<file path="src/hw/rtl/ole_pkg.sv">
`default_nettype none
// ----------------------------------------------------------------------------
// ole_pkg
// Opcodes, cell control and scan result types shared by the list engine.
// ----------------------------------------------------------------------------
package ole_pkg;

  typedef enum logic [2:0] {
    OP_PUSH_FRONT = 3'd0,
    OP_PUSH_BACK  = 3'd1,
    OP_INSERT_AT  = 3'd2,
    OP_POP_FRONT  = 3'd3,
    OP_POP_BACK   = 3'd4,
    OP_REMOVE_AT  = 3'd5,
    OP_SEARCH     = 3'd6
  } op_e;

  // Reported position when nothing was found or the request is no search
  localparam logic [6:0] NO_POSITION = 7'h7F;

  // Compare flags examined by the scanner per cycle
  localparam int unsigned GROUP_W = 8;

  // Broadcast to every cell of the chain
  typedef struct packed {
    logic do_insert;
    logic do_remove;
    logic do_compare;
  } cell_ctrl_t;

  // Scanner outcome, valid while done is high
  typedef struct packed {
    logic       done;
    logic       hit;
    logic [6:0] pos;
  } scan_res_t;

endpackage
`default_nettype wire

</file>
<file path="src/hw/rtl/ole_scan.sv">
`default_nettype none
// ----------------------------------------------------------------------------
// ole_scan
// First-match finder: walks the latched compare flags one group per cycle
// and stops at the first group that holds a match or at the last group.
// ----------------------------------------------------------------------------
module ole_scan #(
  parameter int unsigned DEPTH = 64
) (
  input  wire                 clk_i,
  input  wire                 rst_ni,
  input  wire                 start_i,
  input  wire  [DEPTH-1:0]    match_i,
  output ole_pkg::scan_res_t  res_o
);
  import ole_pkg::*;

  localparam int unsigned NumGrp = (DEPTH + GROUP_W - 1) / GROUP_W;
  localparam int unsigned GW     = (NumGrp > 1) ? $clog2(NumGrp) : 1;
  localparam int unsigned EW     = $clog2(GROUP_W);
  localparam int unsigned PadW   = NumGrp * GROUP_W;
  localparam logic [GW-1:0] LastGrp = GW'(NumGrp - 1);

  logic [PadW-1:0]    padded;
  logic [GROUP_W-1:0] grp_bits;
  logic [EW-1:0]      enc;
  logic               busy_q;
  logic [GW-1:0]      grp_q;
  logic               done;

  assign padded   = PadW'(match_i);
  assign grp_bits = padded[{grp_q, EW'(0)} +: GROUP_W];

  // Lowest set flag of the current group
  always_comb begin
    enc = '0;
    for (int b = GROUP_W - 1; b >= 0; b--) begin
      if (grp_bits[b]) begin
        enc = EW'(b);
      end
    end
  end

  assign done = busy_q && ((|grp_bits) || (grp_q == LastGrp));

  // Advance through the groups
  always_ff @(posedge clk_i or negedge rst_ni) begin
    if (!rst_ni) begin
      busy_q <= 1'b0;
      grp_q  <= '0;
    end else if (start_i) begin
      busy_q <= 1'b1;
      grp_q  <= '0;
    end else if (done) begin
      busy_q <= 1'b0;
    end else if (busy_q) begin
      grp_q <= grp_q + GW'(1);
    end
  end

  assign res_o.done = done;
  assign res_o.hit  = |grp_bits;
  assign res_o.pos  = 7'({grp_q, enc});

endmodule
`default_nettype wire

</file>
<file path="config.mk">
export PLATFORM = sky130hd
export DESIGN_NAME = ole_scan
export DESIGN_NICKNAME = d
export VERILOG_FILES = /design/src/hw/rtl/ole_pkg.sv /design/src/hw/rtl/ole_scan.sv
export SDC_FILE = /design/constraint.sdc
export NUM_CORES = 1
export LEC_CHECK = 0
export BUFFER_PORTS_ARGS = -buffer_cell sky130_fd_sc_hd__buf_2
export CAP_MARGIN = 10
export CORE_UTILIZATION = 36
export CTS_CLUSTER_SIZE = 12
export DETAILED_ROUTE_END_ITERATION = 10
export GPL_ROUTABILITY_DRIVEN = 1
export GPL_TIMING_DRIVEN = 1
export PLACE_DENSITY = 0.87
export SETUP_SLACK_MARGIN = 0.1
export SYNTH_ARGS = -nofsm -noshare
export SYNTH_HDL_FRONTEND = slang
export SYNTH_SLANG_ARGS = --single-unit
export TNS_END_PERCENT = 5
</file>
<file path="constraint.sdc">
create_clock -name clk_i -period 2.63 [get_ports clk_i]
set_input_delay 0.6575 -clock clk_i [delete_from_list [all_inputs] [get_ports clk_i]]
set_output_delay 0.6575 -clock clk_i [all_outputs]
set_load 0.05 [all_outputs]
</file>
==> results of run 1 <==
-- logic make-up (layout without fill, tap and decap cells) --
group	count (synthesis)	in the layout	synth area share, %
buffers and inverters	13	96	6.658
adders and majority gates	2	2	2.512
DFF	4	4	10.05
other	1	1	0.3765
muxes	27	27	33.67
AOI/OAI and AO/OA	24	24	16.21
and+or+nand+nor	53	53	30.53
-- placed cells by master, fill, tap and decap left out, types with 2 or more instances in the layout --
| master | count |
|---|---|
| nand2_1 | 10 |
| mux4_2 | 5 |
| o21ai_0 | 5 |
| buf_2 | 65 |
| nand2b_1 | 7 |
| nand4_1 | 4 |
| buf_6 | 9 |
| ha_1 | 2 |
| nor3b_1 | 3 |
| nor3_1 | 7 |
| dfrtp_2 | 2 |
| nor2_1 | 5 |
| a21oi_1 | 5 |
| nor2b_1 | 2 |
| inv_1 | 2 |
| buf_4 | 16 |
| nand3_1 | 8 |
| clkbuf_4 | 3 |
| dfrtp_1 | 2 |
| mux2i_2 | 4 |
| a22oi_1 | 2 |
| a31oi_1 | 2 |
| mux2i_1 | 16 |
-- metrics by stage --
| step | hold slack [ps] | utilization [%] | power (W) |
|---|---|---|---|
| after floorplan | 361.9 | - | 0.0001293 |
| after global placement | 464.8 | 59.54 | 0.0001915 |
| after detailed placement | 470.4 | 59.54 | 0.0001953 |
| after CTS | 213.0 | 63.23 | 0.0002852 |
| after global routing | 212.1 | 63.67 | 0.0003035 |
| final | 220.1 | 63.67 | 0.0002816 |
-- flip-flops by register name, indices dropped and copies added, names as in the netlist --
name / cells
grp_q: 3
busy_q: 1
-- how the worst max path moves through the flow --
stage	depth (start not counted)	start	slack, ps	to
floorplan	7	grp_q[0]	-370	res_o[8]
global placement	8	match_i[63]	-360	res_o[0]
detailed placement	8	match_i[47]	-370	res_o[0]
CTS	8	match_i[47]	-300	res_o[0]
global route	7	grp_q[0]	-360	res_o[0]
finish	8	match_i[47]	-290	res_o[0]
-- power groups by stage --
| stage | clock, W | sequential, W | combinational [W] |
|---|---|---|---|
| after floorplan | 0 | 0.0000640 | 0.0000653 |
| after global routing | 0.0000846 | 0.0000635 | 0.000155 |
| final | 0.0000752 | 0.0000634 | 0.000143 |
| after global placement | 0 | 0.0000641 | 0.000127 |
| after detailed placement | 0 | 0.0000642 | 0.000131 |
| after CTS | 0.0000804 | 0.0000634 | 0.000141 |
-- metal layers --
metal,GRT usage [%],vias up,part of all wire (%)
met1,22.20,573,41
met4,5.128,0,0
met2,41.16,43,54
met5,0,-,0
li1,-,642,-
met3,1.667,0,5.0
-- cell type report --
type                            instances  area [um^2]
Clock buffer                            3        22.52
Multi-Input combinational cell        107        883.3
Sequential cell                         4        102.6
Tap cell                               30        37.54
Timing Repair Buffer                   91        566.8
Fill cell                             231        924.6
Inverter                                2        7.507
-- timing repair --
item,4_1_cts,5_1_grt
pin swaps,2,0
setup buffers,1,0
setup endpoints to repair,5,6
gates resized for setup,16,3
==> flow_metrics.py, run 1 <==
metrics = {
    "worst_setup_path": {
        "critPathKind": "primary input to primary output",
        "r2r_slack_ps": 280,
        "r2r-start": "grp_q[0]",
        "cp-end-kind": "primary output",
        "crit_buf_inv": 2,
        "startpoint_type": "primary input",
        "crit_family": "multiplexers",
        "cpPeakStageDelay_ps": 450,
        "r2r_cells": 9,
        "cp.arrival_ps": 2260,
        "required_ps": 1970,
        "worstPathCellList": "buf_6 > mux4_2 > mux2_4 > a32oi_1 > a31oi_1 > a31oi_1 > o221ai_4 > buf_6",
        "worstReg2RegEnd": "grp_q[2]",
        "critPathSlowestCell": "mux4_2",
        "path_max_fanout": 2,
    },
    "layout": {
        "postLayoutCellArea_um2": 1620,
        "area_growth_pct": 62.69,
        "instances_no_fill": 237,
        "fin_nets": 278,
        "drive_above_1_share_pct": 54.59,
        "diodes": 0,
    },
    "job": {
        "cap_violations": 0,
    },
    "sta": {
        "fin_worst_skew_ps": 6.437,
        "drv_slew": 0,
        "setup_viol": 5,
        "rsz0062_at_grt": "yes",
        "hold_viol": 0,
        "period_minus_slack_ps": 2918,
        "fin_crit_sh_pct": 111.0,
        "max_clock_freq_mhz": 342.7,
        "fin_setup_tns_ps": -883.3,
        "setup_ws_ps": -288.3,
    },
    "routing": {
        "drc_errors": 0,
        "wire_per_inst_um": 12.67,
        "wl_um": 3002,
        "ant_nets": 0,
        "drt_iter0_drc": 26,
        "vias": 1258,
        "routed_via_density": 5.308,
        "first_pass_iters": 4,
    },
    "logic_synthesis": {
        "postSynth.asyncResetShare_pct": 100.0,
        "yosys_register_bits": 4,
        "synth-edff-count": 0,
        "yosys.area.top_type_share_pct": 20.10,
        "synth.avg_cell_area_um2": 8.032,
        "yosysWarnings": 0,
        "synthMostInstantiatedCell": "mux2i_1",
        "ys.flop_type": "dfrtp_1",
        "synthCells": 124,
        "yosysTopAreaCell": "mux2i_1",
        "synth-seq-area-share_pct": 10.05,
        "ys_top_cells_by_count": "20 x mux2i_1, 10 x nand2_1, 8 x nand2b_1, 8 x nand3_1, 7 x nor3_1",
        "synth_nets": 193,
        "synth.distinct_cells": 39,
        "synth.area.top_cells": "mux2i_1 20%, mux4_2 11%, dfrtp_1 10%, nand2b_1 5.0%, nand3_1 4.0%",
        "synthesis.area_um2": 996.0,
    },
    "placement": {
        "dp_cells": 233,
        "post_dp_cell_area_um2": 1515,
        "gp_congestion": 0.8683,
        "post-place-ws_ps": -374.7,
        "port-buffer-count": 74,
        "place_hpwl_um": 2549,
    },
    "power": {
        "p_switching_w": 0.00008909,
        "vdd_drop_max_mv": 0.2014,
        "p_per_area_nw_per_um2": 173.8,
        "pwr-share-seq_pct": 22.5,
        "p_comb_share_pct": 50.8,
        "p_clk_share_pct": 26.7,
        "internal-power_w": 0.0001925,
        "p_leak_nw": 0.7319,
        "netSwitchingFraction_pct": 31.63,
    },
    "floorplanning": {
        "start_util_pct": 39.13,
        "core_um2": 2545,
        "dieArea_um2": 2981,
        "rows": 18,
        "io_pins": 76,
        "chipWidth_um": 54.60,
        "die_h_um": 54.60,
    },
    "grt": {
        "grt.total_usage_pct": 20.47,
        "grt_max_degree": 30,
        "antenna_found_initial": 0,
        "grt_overflow": 0,
        "grt_pass1_wl_um": 4416,
        "grt_pass1_vias": 1137,
    },
    "clock_network": {
        "clock_path_buffers": 2,
        "clkLatencyLatePin_ps": 240,
        "cts.clk_slew.worst_paths_ps": 40,
        "cts.sinks": 4,
        "tritoncts": "yes",
        "cts_root_buf": "clkbuf_4",
        "htreeDepth": 1,
        "hold_buffers": 0,
        "numCtsBuffers": 3,
    },
    "outcome": {
        "status": "finished, violations left",
        "violations": "setup timing",
    },
    "worst_hold_path": {
        "min_path_type": "primary input to asynchronous set/reset pin",
    },
}
No activity file was read; power rests on OpenSTA's default activity.
==> run 2, diff against run 1 <==
Settings changed: CELL_PAD_IN_SITES_DETAIL_PLACEMENT set to 0, CELL_PAD_IN_SITES_GLOBAL_PLACEMENT set to 1, CORE_UTILIZATION 36 to 24, PLACE_DENSITY 0.87 to 0.88.
==> run 2 against run 1 <==
The run ends with DRC, setup timing left. Global-route usage down 6.4 points. Via count increased by 0.64%. First-iteration DRC count grew 100%. Critical path depth stayed put. Fmax is 0.51% higher. Critical endpoint unchanged. Largest power group unchanged. Die area grew 48%. Cell count up 8.4%. Wire length is 3.9% higher. Utilization is 23 points lower. Clock skew decreased by 2.2 ps. Cell area is 1.5% higher. Non-clock buffer count unchanged. Highest routed layer unchanged.
==> flow_metrics.py, run 2 (synthesized netlist as in run 1, its figures left out) <==
metrics = {
    "power": {
        "netSwitchingFraction_pct": 28.59,
        "p_leak_nw": 0.7271,
        "pwr-share-seq_pct": 19.2,
        "vdd_drop_max_mv": 0.09577,
        "p_comb_share_pct": 42.2,
        "p_clk_share_pct": 38.6,
        "internal-power_w": 0.0002360,
        "p_total_w": 0.0003305,
        "p_per_area_nw_per_um2": 200.9,
        "p_switching_w": 0.00009451,
    },
    "floorplanning": {
        "die_h_um": 66.42,
        "start_util_pct": 24.90,
        "rows": 23,
        "dieArea_um2": 4412,
        "chipWidth_um": 66.42,
        "core_um2": 4000,
        "io_pins": 76,
    },
    "clock_network": {
        "clock_path_buffers": 2,
        "cts.sinks": 4,
        "numCtsBuffers": 3,
        "tritoncts": "yes",
        "clkLatencyLatePin_ps": 210,
        "cts_root_buf": "clkbuf_8",
        "cts.clk_slew.worst_paths_ps": 30,
        "htreeDepth": 1,
    },
    "sta": {
        "fin_crit_sh_pct": 110.4,
        "period_minus_slack_ps": 2904,
        "setup_ws_ps": -273.5,
        "hold_viol": 0,
        "max_clock_freq_mhz": 344.4,
        "drv_slew": 0,
        "fin_worst_skew_ps": 4.193,
        "setup_viol": 5,
        "rsz0062_at_grt": "yes",
    },
    "layout": {
        "largest_reg_flops": 3,
        "fin_nets": 278,
        "final_util_pct": 41.13,
        "diodes": 0,
        "drive_above_1_share_pct": 54.59,
        "area_growth_pct": 65.20,
        "most-common-layout-cells": "68 x buf_2, 19 x mux2i_1, 16 x buf_4, 10 x nand2_1, 8 x nand3_1",
        "regMostFlops": "grp_q",
        "top_regs": "grp_q: 3 flops, busy_q: 1 flops",
        "final_common_cell": "buf_2",
    },
    "worst_setup_path": {
        "r2r_cells": 7,
        "required_ps": 1970,
        "startpoint_type": "primary input",
        "cp-end-kind": "primary output",
        "r2r_slack_ps": 300,
        "cp.arrival_ps": 2250,
        "r2r-start": "grp_q[0]",
        "path_max_fanout": 2,
        "worstReg2RegEnd": "grp_q[2]",
        "critPathKind": "primary input to primary output",
    },
    "placement": {
        "post-place-ws_ps": -415.1,
        "port-buffer-count": 74,
        "gp_congestion": 0.8158,
        "place_hpwl_um": 2632,
    },
    "routing": {
        "routed_via_density": 4.926,
        "drc_errors": 1,
        "first_pass_iters": 8,
        "vias": 1266,
        "ant_nets": 0,
        "drt_iter0_drc": 52,
        "wire_per_inst_um": 12.13,
        "wl_um": 3118,
    },
    "outcome": {
        "violations": "DRC, setup timing",
        "status": "finished, violations left",
    },
    "grt": {
        "grt_pass1_vias": 1150,
        "grt.busiest_layer": "met2",
        "use_met3_pct": 1.034,
        "grt.total_usage_pct": 14.09,
        "grt_pass1_wl_um": 4850,
        "grtUsageMet1_pct": 17.20,
        "grt_max_degree": 26,
        "antenna_found_initial": 0,
        "gr-usage-met2_pct": 26.40,
        "grt_overflow": 0,
    },
    "job": {
        "cap_violations": 0,
    },
    "worst_hold_path": {
        "min_path_type": "primary input to asynchronous set/reset pin",
    },
}
==> run 2: how the worst max path moves through the flow <==
| stage | slack, ps | end | from |
|---|---|---|---|
| 2_1_floorplan | -370 | res_o[8] | grp_q[0] |
| 3_3_place_gp | -360 | res_o[0] | match_i[47] |
| 3_5_place_dp | -420 | res_o[0] | match_i[63] |
| 4_1_cts | -270 | res_o[0] | match_i[47] |
| 5_1_grt | -370 | res_o[0] | grp_q[0] |
| 6_report | -270 | res_o[0] | match_i[47] |
==> run 2: power by group through the flow <==
stage,registers [W],clock network [W],logic (W)
2_1_floorplan,0.0000640,0,0.0000653
6_report,0.0000634,0.000128,0.000139
3_5_place_dp,0.0000641,0,0.000132
3_3_place_gp,0.0000641,0,0.000130
5_1_grt,0.0000634,0.000138,0.000152
4_1_cts,0.0000634,0.000132,0.000140
==> run 2: final cells by class <==
class                      instances  area (um^2)
multi-input combinational        107        883.3
clock buffer                       3        41.29
tap                               50        62.56
sequential                         4        102.6
fill                             435         2355
timing repair buffer              91        548.0
inverter                           2        7.507
==> run 2: through the flow <==
stage	hold WS, ps	instances	instance area, um^2	TNS [ps]
2_1_floorplan	361.9	124	1039	-1035
3_3_place_gp	463.8	253	1540	-1150
3_5_place_dp	465.3	253	1540	-1184
4_1_cts	236.0	257	1642	-1130
5_1_grt	242.0	257	1645	-1584
6_report	238.9	257	1645	-1022
==> run 2: repair_timing <==
item	in CTS	in global routing
hold buffers	0	0
buffers inserted	1	0
setup endpoints to repair	5	5
resized for setup	13	1
pin swaps	1	1
==> run 2: per-layer routing <==
layer / vias up / share of wire (%)
met1: 576 / 43
met5: - / 0
li1: 638 / -
met2: 52 / 50
met3: 0 / 7.3
met4: 0 / 0
==> run 2: worst max-delay path: stages <==
cell and delay, ps:
buf_6 90, mux4_2 460, mux2_4 290, a32oi_1 140, a31oi_1 80, a31oi_2 220, o221ai_4 130, buf_6 180
