### src/hw/rtl/ole_pkg.sv
`default_nettype none
// ----------------------------------------------------------------------------
// ole_pkg
// Opcodes, cell control and scan result types shared by the list engine.
// ----------------------------------------------------------------------------
package ole_pkg;

  typedef enum logic [2:0] {
    OP_PUSH_FRONT = 3'd0,
    OP_PUSH_BACK  = 3'd1,
    OP_INSERT_AT  = 3'd2,
    OP_POP_FRONT  = 3'd3,
    OP_POP_BACK   = 3'd4,
    OP_REMOVE_AT  = 3'd5,
    OP_SEARCH     = 3'd6
  } op_e;

  // Reported position when nothing was found or the request is no search
  localparam logic [6:0] NO_POSITION = 7'h7F;

  // Compare flags examined by the scanner per cycle
  localparam int unsigned GROUP_W = 8;

  // Broadcast to every cell of the chain
  typedef struct packed {
    logic do_insert;
    logic do_remove;
    logic do_compare;
  } cell_ctrl_t;

  // Scanner outcome, valid while done is high
  typedef struct packed {
    logic       done;
    logic       hit;
    logic [6:0] pos;
  } scan_res_t;

endpackage
`default_nettype wire

### src/hw/rtl/ole_cell.sv
`default_nettype none
// ----------------------------------------------------------------------------
// ole_cell
// One list slot: holds an entry, shifts toward the back on insert and
// toward the front on remove, and latches its compare flag on search.
// ----------------------------------------------------------------------------
module ole_cell #(
  parameter int unsigned IDX = 0,
  parameter int unsigned CW  = 7
) (
  input  wire                    clk_i,
  input  wire ole_pkg::cell_ctrl_t ctrl_i,
  input  wire  [CW-1:0]          pos_i,
  input  wire  [CW-1:0]          count_i,
  input  wire  [31:0]            value_i,
  input  wire  [31:0]            left_i,
  input  wire  [31:0]            right_i,
  output logic [31:0]            data_o,
  output logic                   match_o
);
  import ole_pkg::*;

  localparam logic [CW-1:0] IdxC = CW'(IDX);

  logic [31:0] data_q, data_d;
  logic        match_q, match_d;

  // Pick the entry for the next cycle
  always_comb begin
    data_d  = data_q;
    match_d = match_q;
    if (ctrl_i.do_insert) begin
      if (IdxC > pos_i) begin
        data_d = left_i;
      end else if (IdxC == pos_i) begin
        data_d = value_i;
      end
    end else if (ctrl_i.do_remove) begin
      if (IdxC >= pos_i) begin
        data_d = right_i;
      end
    end
    if (ctrl_i.do_compare) begin
      match_d = (IdxC < count_i) && (data_q == value_i);
    end
  end

  always_ff @(posedge clk_i) begin
    data_q  <= data_d;
    match_q <= match_d;
  end

  assign data_o  = data_q;
  assign match_o = match_q;

endmodule
`default_nettype wire

### config.mk
export PLATFORM = sky130hd
export DESIGN_NAME = ole_cell
export DESIGN_NICKNAME = d
export VERILOG_FILES = /design/src/hw/rtl/ole_pkg.sv /design/src/hw/rtl/ole_cell.sv
export SDC_FILE = /design/constraint.sdc
export NUM_CORES = 1
export LEC_CHECK = 0
export BUFFER_PORTS_ARGS = -buffer_cell sky130_fd_sc_hd__buf_2
export CELL_PAD_IN_SITES_DETAIL_PLACEMENT = 0
export CELL_PAD_IN_SITES_GLOBAL_PLACEMENT = 1
export CORE_MARGIN = 4
export CORE_UTILIZATION = 25
export DETAILED_ROUTE_END_ITERATION = 6
export PLACE_DENSITY_LB_ADDON = 0.1
export SYNTH_ARGS = -nofsm -noshare
export SYNTH_HDL_FRONTEND = slang
export SYNTH_SLANG_ARGS = --single-unit
### constraint.sdc
create_clock -name clk_i -period 4.6 [get_ports clk_i]
set_input_delay 0.69 -clock clk_i [delete_from_list [all_inputs] [get_ports clk_i]]
set_output_delay 0.69 -clock clk_i [all_outputs]
set_load 0.01 [all_outputs]
==> impl.org, run 1 <==
** Floorplan
- Pin placement for this block handled roughly 150 I/O pins.
- Starting density of the core :: 0.260
- Number of core rows :: 30
- Core outline area :: 0.00683 mm^2
- From bottom edge to top edge, the die measures between 90 and 100 um.
- The die covers around 0.0085 mm^2.
- The die is a little over 90 um wide.

** Clock tree
- In this run the number of H-tree levels came out at 2.
- CTS tree :: built
- Number of hold-repair buffers added at the cts stage :: 0
- Clock Sinks :: 33
- Clock Tree Buf Depth :: 2
- CTS clk-pin slew, worst paths :: about 0.060 ns
- Post-CTS repair changed the size of 0 cells.
- Post-CTS Setup Repair Bufs :: 0
- Clock latency of the later-clocked register in the worst-skew pair :: roughly 0.28 ns
- Root buffer cell :: clkbuf_8
- TritonCTS created 5 clock buffers.

** Logic synthesis
- The synthesized netlist contains 13 unique library cells.
- Total of flip-flops plus latches after synthesis :: 33
- For this run, the number of Yosys warnings is 0.
- Averaged over all synthesized cells, the footprint is between 15 and 20 um^2.
- Cell taking the most area after synthesis :: edfxtp_1
- By area the synthesized netlist is led by edfxtp_1 56%, mux2_2 20%, xor2_1 14%.
- Cell Area, Synth :: roughly 0.0018 mm^2
- Synthesized netlist cell count :: roughly 120
- Synthesized netlist net count :: approximately 230
- Of the post-synthesis cell area, the dominant cell type holds 0.559.
- Seq/Total Area, Yosys :: 0.559

** STA
- The number of endpoints with negative hold slack in the final report came to 0.
- Min Hold Slack :: between 0.6 and 0.7 ns
- In this run the tightest slew margin relative to its limit is 0.452.
- Setup slack closes at between 2 and 2.5 ns.
- Setup repair after global routing left no endpoint under its margin.
- Tmin final :: 2.35 ns
- The max-slew violation total from the final report came to 0.
- Max Clk Rate :: 0.426 GHz
- For the pin with the worst max-slew slack, the measured transition is roughly 0.8 ns.
- Clock Skews :: 0.00631 ns
- Final setup TNS :: 0 ns
- Setup violations remaining at the end of the flow were counted as 0.
- Of the available clock period, the critical path in the final layout requires 0.510.

** Power and ir drop
- Static leakage power :: around 1.1 nW
- Across the VDD grid, the largest voltage drop is 0.0000945 V.
- The share of total power dissipated in sequential elements is 0.527.
- The share of total power dissipated in combinational logic is 0.139.
- Power density over the cells :: 250 mW/mm^2
- Of the total power, the share spent switching nets is 0.221.
- Part of the total power dissipated in the clock network :: 0.333
- Net Switching :: roughly 0.00014 W
- Internal cell power :: 0.000496 W

** Cells and area
- In the final design database the tool counted between 300 and 400 nets.
- 0 antenna diodes ended up in the layout.
- The area growth from synthesis to layout is 43.7%.
- Area used by multi-input combinational logic :: 779 um^2
- Fraction of final layout cells sized beyond drive strength 1 :: 0.665
- The finished layout holds between 300 and 400 standard cells, fillers aside.
- Area taken by flip-flops and latches :: ~990 um^2
- Fill cells in the final layout number about 740.
- Leading cell type in the layout, fill and taps excluded :: buf_2
- Most frequent cells in the layout :: 114 x buf_2, 33 x edfxtp_1, 32 x mux2_2

** GRT
- Number of global-route vias before repair :: 1504
- The first global-routing pass estimated approximately 7.5 mm of wire.
- The initial antenna violation count was 0.
- Overall track demand over capacity in global routing :: 0.115
- Total global routing overflow :: 0
- Maximum number of pins on one net before global-route repair :: 34

** Flow run
- Max-cap violations in this run came to 0.

** Setup path
- Startpoint types :: input pin
- Data arrives at the worst endpoint at around 2.3 ns.
- Endpoint class of the critical path :: register
- Critical Setup Path Class :: input pin to register
- Biggest fanout along the worst timing path :: 33
- STA puts the critical path data required time at 4.53 ns.

** Placed design
- Worst Setup Slack post-DPL :: between 1.5 and 2 ns
- The congestion estimate from routability-driven global placement came to 0.663.
- The number of placed instances, taps included, is 324.
- Buffers added on ports :: 114

** Status
- The run finished with clean final reports.

** Hold path
- Hold Crit Class :: input pin to register

** Route
- Detailed-route via count :: around 1400
- Starting DRT DRC Count :: 26
- Average wire per cell in the routed design :: approximately 14 um
- Number of nets with antenna violations after detailed routing :: 0
- Routed WL :: 4.68 mm
- In the routed layout, each cell is associated on average with a via count of 4.20.
- Length of the first detailed-routing pass in iterations :: 4
- For this run, design rule violations remaining after detail routing come to 0.
-- cells in the mapped netlist, drive strengths merged --
cell     count
edfxtp      33
mux2        32
xor2        28
nor4        10
xnor2        4
buf          3
nand4        2
a2111oi      1
clkbuf       1
nand3        1
nor3         1
o21ai        1
-- path summary, 6_finish.rpt --
check	start	end	slack [ns]	cells after the start
hold reg to reg	data_o[23]	match_o	0.73	3
setup / recovery	ctrl_i[2]	data_o[24]	2.25	4
hold / removal	ctrl_i[0]	match_o	0.61	1
setup reg to reg	data_o[30]	match_o	2.96	4
-- state kept, by name, indices dropped and copies added, names as in the netlist --
| register | count |
|---|---|
| match_o | 1 |
| data_o | 32 |
-- routing by layer --
layer | GRT usage | routed length [um] | share of wire | vias to the layer above
li1 | - | - | - | 678
met1 | 0.133 | 1860 | 0.40 | 650
met2 | 0.190 | 2340 | 0.50 | 61
met3 | 0.0492 | 406 | 0.087 | 5
met4 | 0.0371 | 67 | 0.014 | 0
met5 | 0 | 0 | 0 | -
-- power by group through the flow --
stage                     combinational [W]  clock, W  sequential, W
after floorplan                   0.0000420         0       0.000343
after global placement            0.0000898         0       0.000342
after detailed placement          0.0000903         0       0.000342
after CTS                         0.0000908  0.000225       0.000336
after global routing              0.0000997  0.000239       0.000336
final                             0.0000887  0.000212       0.000336
-- critical path, stage by stage --
cell,delay [ns]
buf_2,0.62
o21ai_0,0.31
nor4_4,0.19
buf_4,0.42
-- area by class of cell --
cell class	count	area share
Sequential cell	33	0.389
Clock buffer	8	0.0314
Tap cell	96	0.0471
Multi-Input combinational cell	80	0.306
Timing Repair Buffer	115	0.227
-- per-stage QoR --
step | power (W) | area, um^2 | utilization
2_1_floorplan | 0.000385 | 1780 | -
3_3_place_gp | 0.000432 | 2470 | 0.361
3_5_place_dp | 0.000433 | 2470 | 0.361
4_1_cts | 0.000651 | 2550 | 0.373
5_1_grt | 0.000675 | 2550 | 0.373
6_report | 0.000637 | 2550 | 0.373
-- logic make-up (layout without fill, tap and decap cells) --
group / count (synthesis) / in the layout / synth area share
flip-flops: 33 / 33 / 0.559
XOR/XNOR: 32 / 32 / 0.158
multiplexers: 32 / 32 / 0.203
AND/OR/NAND/NOR: 14 / 14 / 0.0585
buffers and inverters: 4 / 123 / 0.0106
AO/OA/AOI/OAI: 2 / 2 / 0.0113
(Power assumes the default switching activity.)
==> inputs of run 2 (changes only) <==
CORE_UTILIZATION = 28   (was 25)
clock period = 2.2 ns   (was 4.6 ns; I/O delays follow)
==> run 2 against run 1 <==
- worst hold slack worse by 0.35 ns
- global-route usage rose by 0.24 points
- final area rose by 0.44%
- first-iteration DRC count is 50% higher
- core utilization is 5.2 points higher
- worst setup slack got worse by 1.7 ns
- sequential share of layout area fell by 0.17 points
- critical path type is now register to register
- largest cell class unchanged
- highest routed layer unchanged
==> impl.org, run 2 (same netlist as run 1, synthesis figures left out) <==
** GRT
- Busiest grt layer :: met2
- Number of global-route vias before repair :: 1455 (-3.3%)
- The maximum number of pins on one net before global-route repair came to 27 (-21%).
- Total global routing overflow :: 0 (unchanged)
- The met1 capacity usage during global routing was 0.141 (+0.00852).
- The met2 layer usage reported by global route is 0.182 (-0.00820).
- The total global-route track usage was 0.117 (+0.00244).
- Antenna violations before repair :: 0 (unchanged)
- Wire length of the first global-routing pass :: 6.80 mm (-9.5%)
- Met3 usage in global routing :: 0.0593 (+0.0100)

** Setup path
- Endpoint of the lowest-slack register-to-register path :: match_o
- The critical path is of the register to register type.
- The worst-case register-to-register setup slack was 0.55 ns (-2.41 ns).
- The endpoint arrival time on the critical path is 1.74 ns (-0.54 ns).
- CP required :: 2.29 ns (-2.24 ns)
- Biggest fanout along the worst timing path :: 2 (-94%)
- The startpoint identified for the worst register-to-register timing path is data_o[18].
- STA classifies the critical path startpoint as a register.
- The depth of the worst register-to-register path was 4 (unchanged).
- STA classifies the critical path endpoint as a register.

** Route
- The via count is 1367 (-1.9%).
- Remaining design rule violation count :: 0 (unchanged)
- Routed WL :: 4.48 mm (-4.3%)
- The count of TritonRoute iterations in the first routing pass is 3 (-1).
- The remaining number of nets flagged by the antenna check after routing is 0 (unchanged).
- The number of vias per cell after detailed routing came to 4.37 (+4.0%).
- The DRC marker count from the first detailed-route iteration was 39 (+50%).
- Average wire per cell in the routed design :: 14.3 um (+1.5%)

** Cells and area
- The fraction of layout instances using a drive strength above 1 came to 0.676 (+0.0112).
- The total number of nets in the final design is 352 (+0.86%).
- Final design utilization :: 0.425 (+0.0518)
- Area taken by flip-flops and latches :: 991 um^2 (unchanged)
- In the layout the commonest cells are 114 x buf_2, 33 x edfxtp_1, 32 x mux2_2.
- Number of fill cells in the layout :: 595 (-19%)
- From synthesis to final layout, the design area changed by 44.3%.
- Area used by multi-input combinational logic :: 786 um^2 (+0.80%)
- The library cell used most frequently in the layout, excluding fill and tap cells, is buf_2.
- Number of flip-flops under the largest register name :: 32 (unchanged)
- The total inserted antenna cells came to 0 (unchanged).

** STA
- Max Clk Rate :: between 0.6 and 0.7 GHz
- Worst slew slack as a fraction of its limit :: 0.752 (+0.300)
- Period utilization :: 0.749
- Final-report max-slew violation count :: 0 (unchanged)
- The final hold slack came to 0.251 ns (-0.355 ns).
- Transition time at the pin with the least slew margin :: 0.369 ns (-0.453 ns)
- The final setup slack of the worst path is 0.551 ns (-1.70 ns).
- Setup repair after global routing left no endpoint under its margin.
- The number of endpoints with negative hold slack in the final report came to 0 (unchanged).
- The post-route clock skew came to 0.00281 ns (-0.00350 ns).
- The setup violation total in the final timing report came to 0 (unchanged).
- The post-route setup TNS is 0 ns (unchanged).
- After layout, the minimum clock period comes to 1.65 ns.

** Power and ir drop
- Static leakage power :: 1.07 nW (+1.6%)
- The peak supply drop is 0.000212 V (+120%).
- The power density relative to cell area was 514 mW/mm^2 (+110%).

** Hold path
- Hold EP :: match_o
- Hold Crit Start :: ctrl_i[0]
- The tightest min-delay check is of the input pin to register type.
- The cell count of the worst hold path came to 1 (unchanged).

** Clock tree
- H-tree depth :: 2 (unchanged)
- Root buffer cell :: clkbuf_8
- The buffer depth of the longest clock path came to 2 (unchanged).
- TritonCTS built the clock tree.
- The count of buffers added by post-CTS timing repair for setup is 0 (unchanged).
- Number of hold-repair buffers added at the cts stage :: 0 (unchanged)
- The number of sinks on the clock net came to 33 (unchanged).
- The post-CTS resize count came to 0 (unchanged).
- The clock latency on the worst-skew pair is 0.28 ns (about the same).
- CTS clk-pin slew, worst paths :: 0.07 ns (about the same)
- Number of buffers created by CTS :: 5 (unchanged)

** Floorplan
- Die width :: 87.6 um (-5.0%)
- The floorplan row count came to 28 (-6.7%).
- The floorplan die area came to 0.00767 mm^2 (-9.8%).
- The core footprint is 0.00603 mm^2 (-12%).
- Starting density of the core :: 0.294 (+0.0347)
- The die span in y came to 87.6 um (-5.0%).
- # IOs :: 147 (unchanged)

** Flow run
- Number of maximum-capacitance violations :: 0 (unchanged)

** Placed design
- The placement-stage worst setup slack was 0.461 ns (-1.42 ns).
- The final weighted congestion of routability-driven global placement is 0.691 (+4.3%).
- The count of buffers from port buffering is 114 (unchanged).

** Status
- Run status :: finished, final reports clean
run 2: cell count changes in the layout (fill, tap and decap cells not counted), sizes merged:
| cell | delta |
|---|---|
| buf | +3 |
| clkbuf | -2 |
| clkinv | +1 |
run 2: metrics by stage:
step	instance area (um^2)	std cells	total power, W
finish	2560	313	0.00132
global route	2560	313	0.00139
CTS	2560	313	0.00134
detailed placement	2480	306	0.000909
global placement	2480	306	0.000907
floorplan	1810	117	0.000809
run 2: per-layer routing:
layer | part of all wire | wire, um | vias to the layer above
met5 | 0 | 0 | -
met2 | 0.45 | 2010 | 73
met4 | 0.012 | 53 | 0
met1 | 0.41 | 1820 | 606
met3 | 0.13 | 596 | 6
li1 | - | - | 682
run 2: how the worst max path moves through the flow:
stage	from	slack [ns]	cells past startpoint	endpoint
3_3_place_gp	value_i[18]	0.47	5	match_o
2_1_floorplan	pos_i[3]	-0.03	3	data_o[0]
4_1_cts	data_o[18]	0.48	4	match_o
6_report	data_o[18]	0.55	4	match_o
5_1_grt	data_o[18]	0.29	4	match_o
3_5_place_dp	value_i[18]	0.46	5	match_o
run 2: cell type report:
class / instances / area share
multi-input combinational: 80 / 0.307
tap: 75 / 0.0367
sequential: 33 / 0.387
timing repair buffer: 118 / 0.239
clock buffer: 6 / 0.0283
clock inverter: 1 / 0.00147
run 2: critical path: stages, from the launching register on:
cell	delay, ns
edfxtp_1	0.41
xor2_1	0.16
nor4_1	0.39
nand4_1	0.20
a2111oi_2	0.30
run 2: report_power, final:
group	leakage (nW)	internal (W)	switching, W
Clock	0.0387	0.000213	0.000211
Sequential	0.299	0.000700	0.00000195
Combinational	0.737	0.000115	0.0000745
==> inputs of run 3 (changes only) <==
ABC_AREA = 1   (was unset)
CORE_UTILIZATION = 24   (was 28)
clock period = 1.4 ns   (was 2.2 ns; I/O delays follow)
==> run 3 against run 2 <==
- sequential share of layout area shrank 3.0 points
- largest cell class unchanged
- die area increased by 25%
- first-iteration DRC count increased by 95%
- non-clock buffer count unchanged
- largest power group unchanged
- cell count rose by 54%
- maximum frequency up 37%
- final area rose by 8.5%
- clock skew down 0.0011 ns
==> impl.org, run 3 <==
** STA
- The highest achievable clock rate is 0.828 GHz (+37%).
- The transition at the pin with the smallest max-transition slack was 0.273 ns (-0.0963 ns).
- Count of final setup violators :: 0 (unchanged)
- Setup repair after global routing left no endpoint under its margin.
- The post-route clock skew was 0.00169 ns (-0.00112 ns).
- The worst slew slack as a fraction of its limit came to 0.817 (+0.0656).
- Final-report max-slew violation count :: 0 (unchanged)
- Setup WS post-layout :: 0.192 ns (-0.359 ns)
- Tmin final :: 1.21 ns (-0.441 ns)
- Period utilization :: 0.863 (+0.113)
- The final hold slack came to 0.128 ns (-0.123 ns).
- Hold violation total from the final report :: 0 (unchanged)

** Logic synthesis
- The number of different library cells in the post-synthesis netlist is 16 (+3).
- Dominant combinational cell family by area after synthesis :: simple AND/OR/NAND/NOR gates
- Most repeated cell in the gate-level netlist after synthesis :: nand2_1
- Count of warnings emitted by yosys :: 0 (unchanged)
- Commonest register cell after synthesis :: edfxtp_1
- The total nets after synthesis came to 374 (+62%).
- The post-synthesis cell count was 260 (+120%).
- Cell Area, Synth :: 0.00195 mm^2 (+9.7%)
- Total of flip-flops plus latches after synthesis :: 33 (unchanged)
- Share of async-settable or async-resettable flops after synthesis :: 0 (unchanged)
- Complex-gate fraction of the synthesized area :: 0.0759 (+0.0646)
- The mux contribution to synthesized area is 0 (-0.203).
- Top cells by count, synth :: 117 x nand2_1, 37 x inv_1, 33 x edfxtp_1
- The xor/xnor cell area share of the yosys netlist came to 0.0450 (-0.113).
- The per-instance average area after synthesis was 7.48 um^2 (-51%).
- Seq/Total Area, Yosys :: 0.509 (-0.0492)
- Sorting the synthesized cells by area gives the leading types as edfxtp_1 51%, nand2_1 23%, inv_1 7.1%.
- Fraction of synthesized cell area taken by the top area cell type :: 0.509 (-0.0492)
- Number of flops mapped to enable cells by yosys :: 33 (unchanged)
- Post-synthesis share of cell area spent on full adders, half adders and majority gates :: 0 (unchanged)
- Basic-gate share of the synthesized area counting and, or, nand and nor cells :: 0.284 (+0.225)
- The biggest area contributor in the post-synthesis netlist is edfxtp_1.

** Cells and area
- Compared with the post-synthesis result, the final layout area differs by 42.8%.
- Fraction of final layout cells sized beyond drive strength 1 :: 0.338 (-0.339)
- The utilization after layout is 0.356 (-0.0691).
- The total number of nets in the final design came to 493 (+40%).
- The total inserted antenna cells is 0 (unchanged).
- In the layout the commonest cells are 117 x nand2_1, 114 x buf_2, 37 x inv_1.
- Final instance area :: 0.00278 mm^2 (+8.5%)
- Number of flip-flops under the largest register name :: 32 (unchanged)
- The fill cell total of the finished layout is 876 (+47%).
- Leaving out fill and tap cells, the most frequent cell in the layout is nand2_1.

** Route
- The detailed-route wire length is 5.64 mm (+26%).
- Starting DRT DRC Count :: 76 (+95%)
- The count of TritonRoute iterations in the first routing pass was 4 (+1).
- Number of nets with antenna violations after detailed routing :: 0 (unchanged)
- Average wire per cell in the routed design :: 11.7 um (-18%)
- The number of vias per cell after detailed routing came to 4.07 (-6.7%).
- Remaining design rule violation count :: 0 (unchanged)
- Detailed-route via count :: 1960 (+43%)

** Clock tree
- The number of buffers inserted during clock tree synthesis was 5 (unchanged).
- CTS clk-pin slew, worst paths :: 0.07 ns (about the same)
- The tree is rooted in a clkbuf_8.
- Post-CTS Setup Repair Bufs :: 0 (unchanged)
- The hold buffer count at cts is 0 (unchanged).
- The number of sinks on the clock net was 33 (unchanged).
- TritonCTS built the clock tree.
- The deepest level of the CTS H-tree was 2 (unchanged).
- The buffer depth of the longest clock path is 2 (unchanged).
- The clock latency on the worst-skew pair is 0.28 ns (about the same).

** GRT
- The number of global-route vias before repair came to 1973 (+36%).
- Wire length of the first global-routing pass :: 9.17 mm (+35%)
- Total global routing overflow :: 0 (unchanged)
- Antenna violations before repair :: 0 (unchanged)
- Maximum number of pins on one net before global-route repair :: 33 (+22%)
- The total global-route track usage was 0.118 (+0.00100).

** Setup path
- Biggest fanout along the worst timing path :: 3 (+1)
- The combined buffer and inverter count along the critical path came to 0 (unchanged).
- List of cells traversed by the critical path :: nand2_1 -> o21ai_0 -> nor2_1 -> nand2_1 -> nor2_1 -> nand3_1 -> nor2_1
- Endpoint of the lowest-slack register-to-register path :: match_o
- Biggest cell delay along the critical path :: 0.41 ns (about the same)
- Crit path arrival time :: 1.34 ns (-0.40 ns)
- STA classifies the critical path startpoint as a register.
- Worst flop-to-flop path startpoint :: data_o[10]
- Cell type with the highest occurrence count on the critical path :: nor2_1
- Critical Setup Path Class :: register to register
- R2R depth :: 7 (+3)
- CP required :: 1.54 ns (-0.75 ns)
- Register-to-register setup slack :: 0.19 ns (-0.36 ns)
- STA classifies the critical path endpoint as a register.
- Launching instance or port of the critical path :: data_o[10]
- CP max stage cell :: edfxtp_1
- Grouping stages by cell kind, the critical path spends the most delay in simple AND/OR/NAND/NOR gates.

** Power and ir drop
- The fraction of power consumed by combinational cells is 0.151 (+0.007).
- The leakage power total is 1.42 nW (+32%).
- Net Switching :: 0.000510 W (+78%)
- The power density relative to cell area came to 757 mW/mm^2 (+47%).
- Fraction of power spent switching nets :: 0.243 (+0.0245)
- Part of the total power dissipated in sequential elements :: 0.525 (-0.009)
- Part of the total power dissipated in the clock network :: 0.324 (+0.002)
- The cell-internal power came to 0.00159 W (+55%).
- Max VDD drop :: 0.000319 V (+51%)

** Hold path
- Hold Path Depth :: 1 (unchanged)
- Hold EP :: match_o
- The worst hold path begins at ctrl_i[0].
- The tightest min-delay check is of the input pin to register type.

** Placed design
- Total cell area at the placement stage :: 0.00270 mm^2 (+8.7%)
- Buffers added on ports :: 114 (unchanged)
- The final weighted congestion of routability-driven global placement was 0.768 (+11%).
- Detailed placer's ending HPWL :: 4.41 mm
- Worst Setup Slack post-DPL :: 0.0725 ns (-0.388 ns)

** Floorplan
- Die width :: 98.0 um (+12%)
- The top-level I/O count was 147 (unchanged).
- Number of core rows :: 32 (+14%)
- Starting density of the core :: 0.249 (-0.0452)
- The floorplan die area was 0.00961 mm^2 (+25%).
- The core footprint is 0.00781 mm^2 (+30%).
- Die Y :: 98.0 um (+12%)

** Status
- The run finished with clean final reports.

** Flow run
- Number of maximum-capacitance violations :: 0 (unchanged)
[run 3: changes by cell type in the layout (fill, tap and decap cells not counted), moves of 6 or more]
cell | previous run | this run
nor2_1 | 0 | 18
mux2_2 | 32 | 0
inv_1 | 0 | 37
xnor2_1 | 4 | 10
xor2_1 | 28 | 0
o21ai_0 | 0 | 27
nand2_1 | 0 | 117
[run 3: timing repair]
action                                 in CTS  in global routing
gates resized for setup                     0                  1
endpoints found under the hold margin       0                  0
setup endpoints to repair                   0                  1
[run 3: layer usage]
metal  part of all wire  vias to the layer above  global-route usage  wire (um)
li1                   -                     1044                   -          -
met1               0.46                      838               0.152       2570
met2               0.44                       73               0.183       2480
met3              0.095                        5              0.0500        537
met4             0.0097                        0              0.0288         55
met5                  0                        -                   0          0
[run 3: per-stage QoR]
step	setup TNS, ns	power (W)	instances
after floorplan	-15.40	0.00127	260
after global placement	0	0.00144	474
after detailed placement	0	0.00145	474
after CTS	0	0.00217	481
after global routing	0	0.00224	481
final	0	0.00210	481
[run 3: worst register-to-register path, stage by stage (launching register included)]
cell	delay, ns
edfxtp_1	0.41
nand2_1	0.08
o21ai_0	0.07
nor2_1	0.10
nand2_1	0.07
nor2_1	0.11
nand3_1	0.10
nor2_1	0.12
[run 3: power groups by stage]
stage	clock, W	sequential [W]	combinational (W)
CTS	0.000738	0.00110	0.000325
detailed placement	0	0.00113	0.000324
global route	0.000766	0.00110	0.000369
floorplan	0	0.00113	0.000143
global placement	0	0.00113	0.000319
finish	0.000681	0.00110	0.000318
[run 3: area by class of cell]
| class | instances | area, um^2 | share of cell area |
|---|---|---|---|
| tap | 102 | 128 | 0.0459 |
| timing repair buffer | 118 | 626 | 0.225 |
| clock buffer | 6 | 72.6 | 0.0261 |
| sequential | 33 | 991 | 0.357 |
| multi-input combinational | 183 | 815 | 0.293 |
| clock inverter | 1 | 3.75 | 0.00135 |
| inverter | 38 | 143 | 0.0514 |
[run 3: cells by family (layout without fill, tap and decap cells)]
| kind of cell | after synthesis | after routing |
|---|---|---|
| and+or+nand+nor | 144 | 144 |
| buffers and inverters | 44 | 163 |
| xor gates and xnor gates | 10 | 10 |
| AOI/OAI and AO/OA | 29 | 29 |
| DFF | 33 | 33 |
[run 3: how the worst max path moves through the flow]
stage | endpoint | slack [ns] | cells past startpoint
detailed placement | data_o[3] | 0.07 | 5
CTS | match_o | 0.1 | 7
floorplan | data_o[0] | -0.48 | 3
global placement | data_o[9] | 0.07 | 5
finish | match_o | 0.19 | 7
global route | match_o | 0.01 | 7
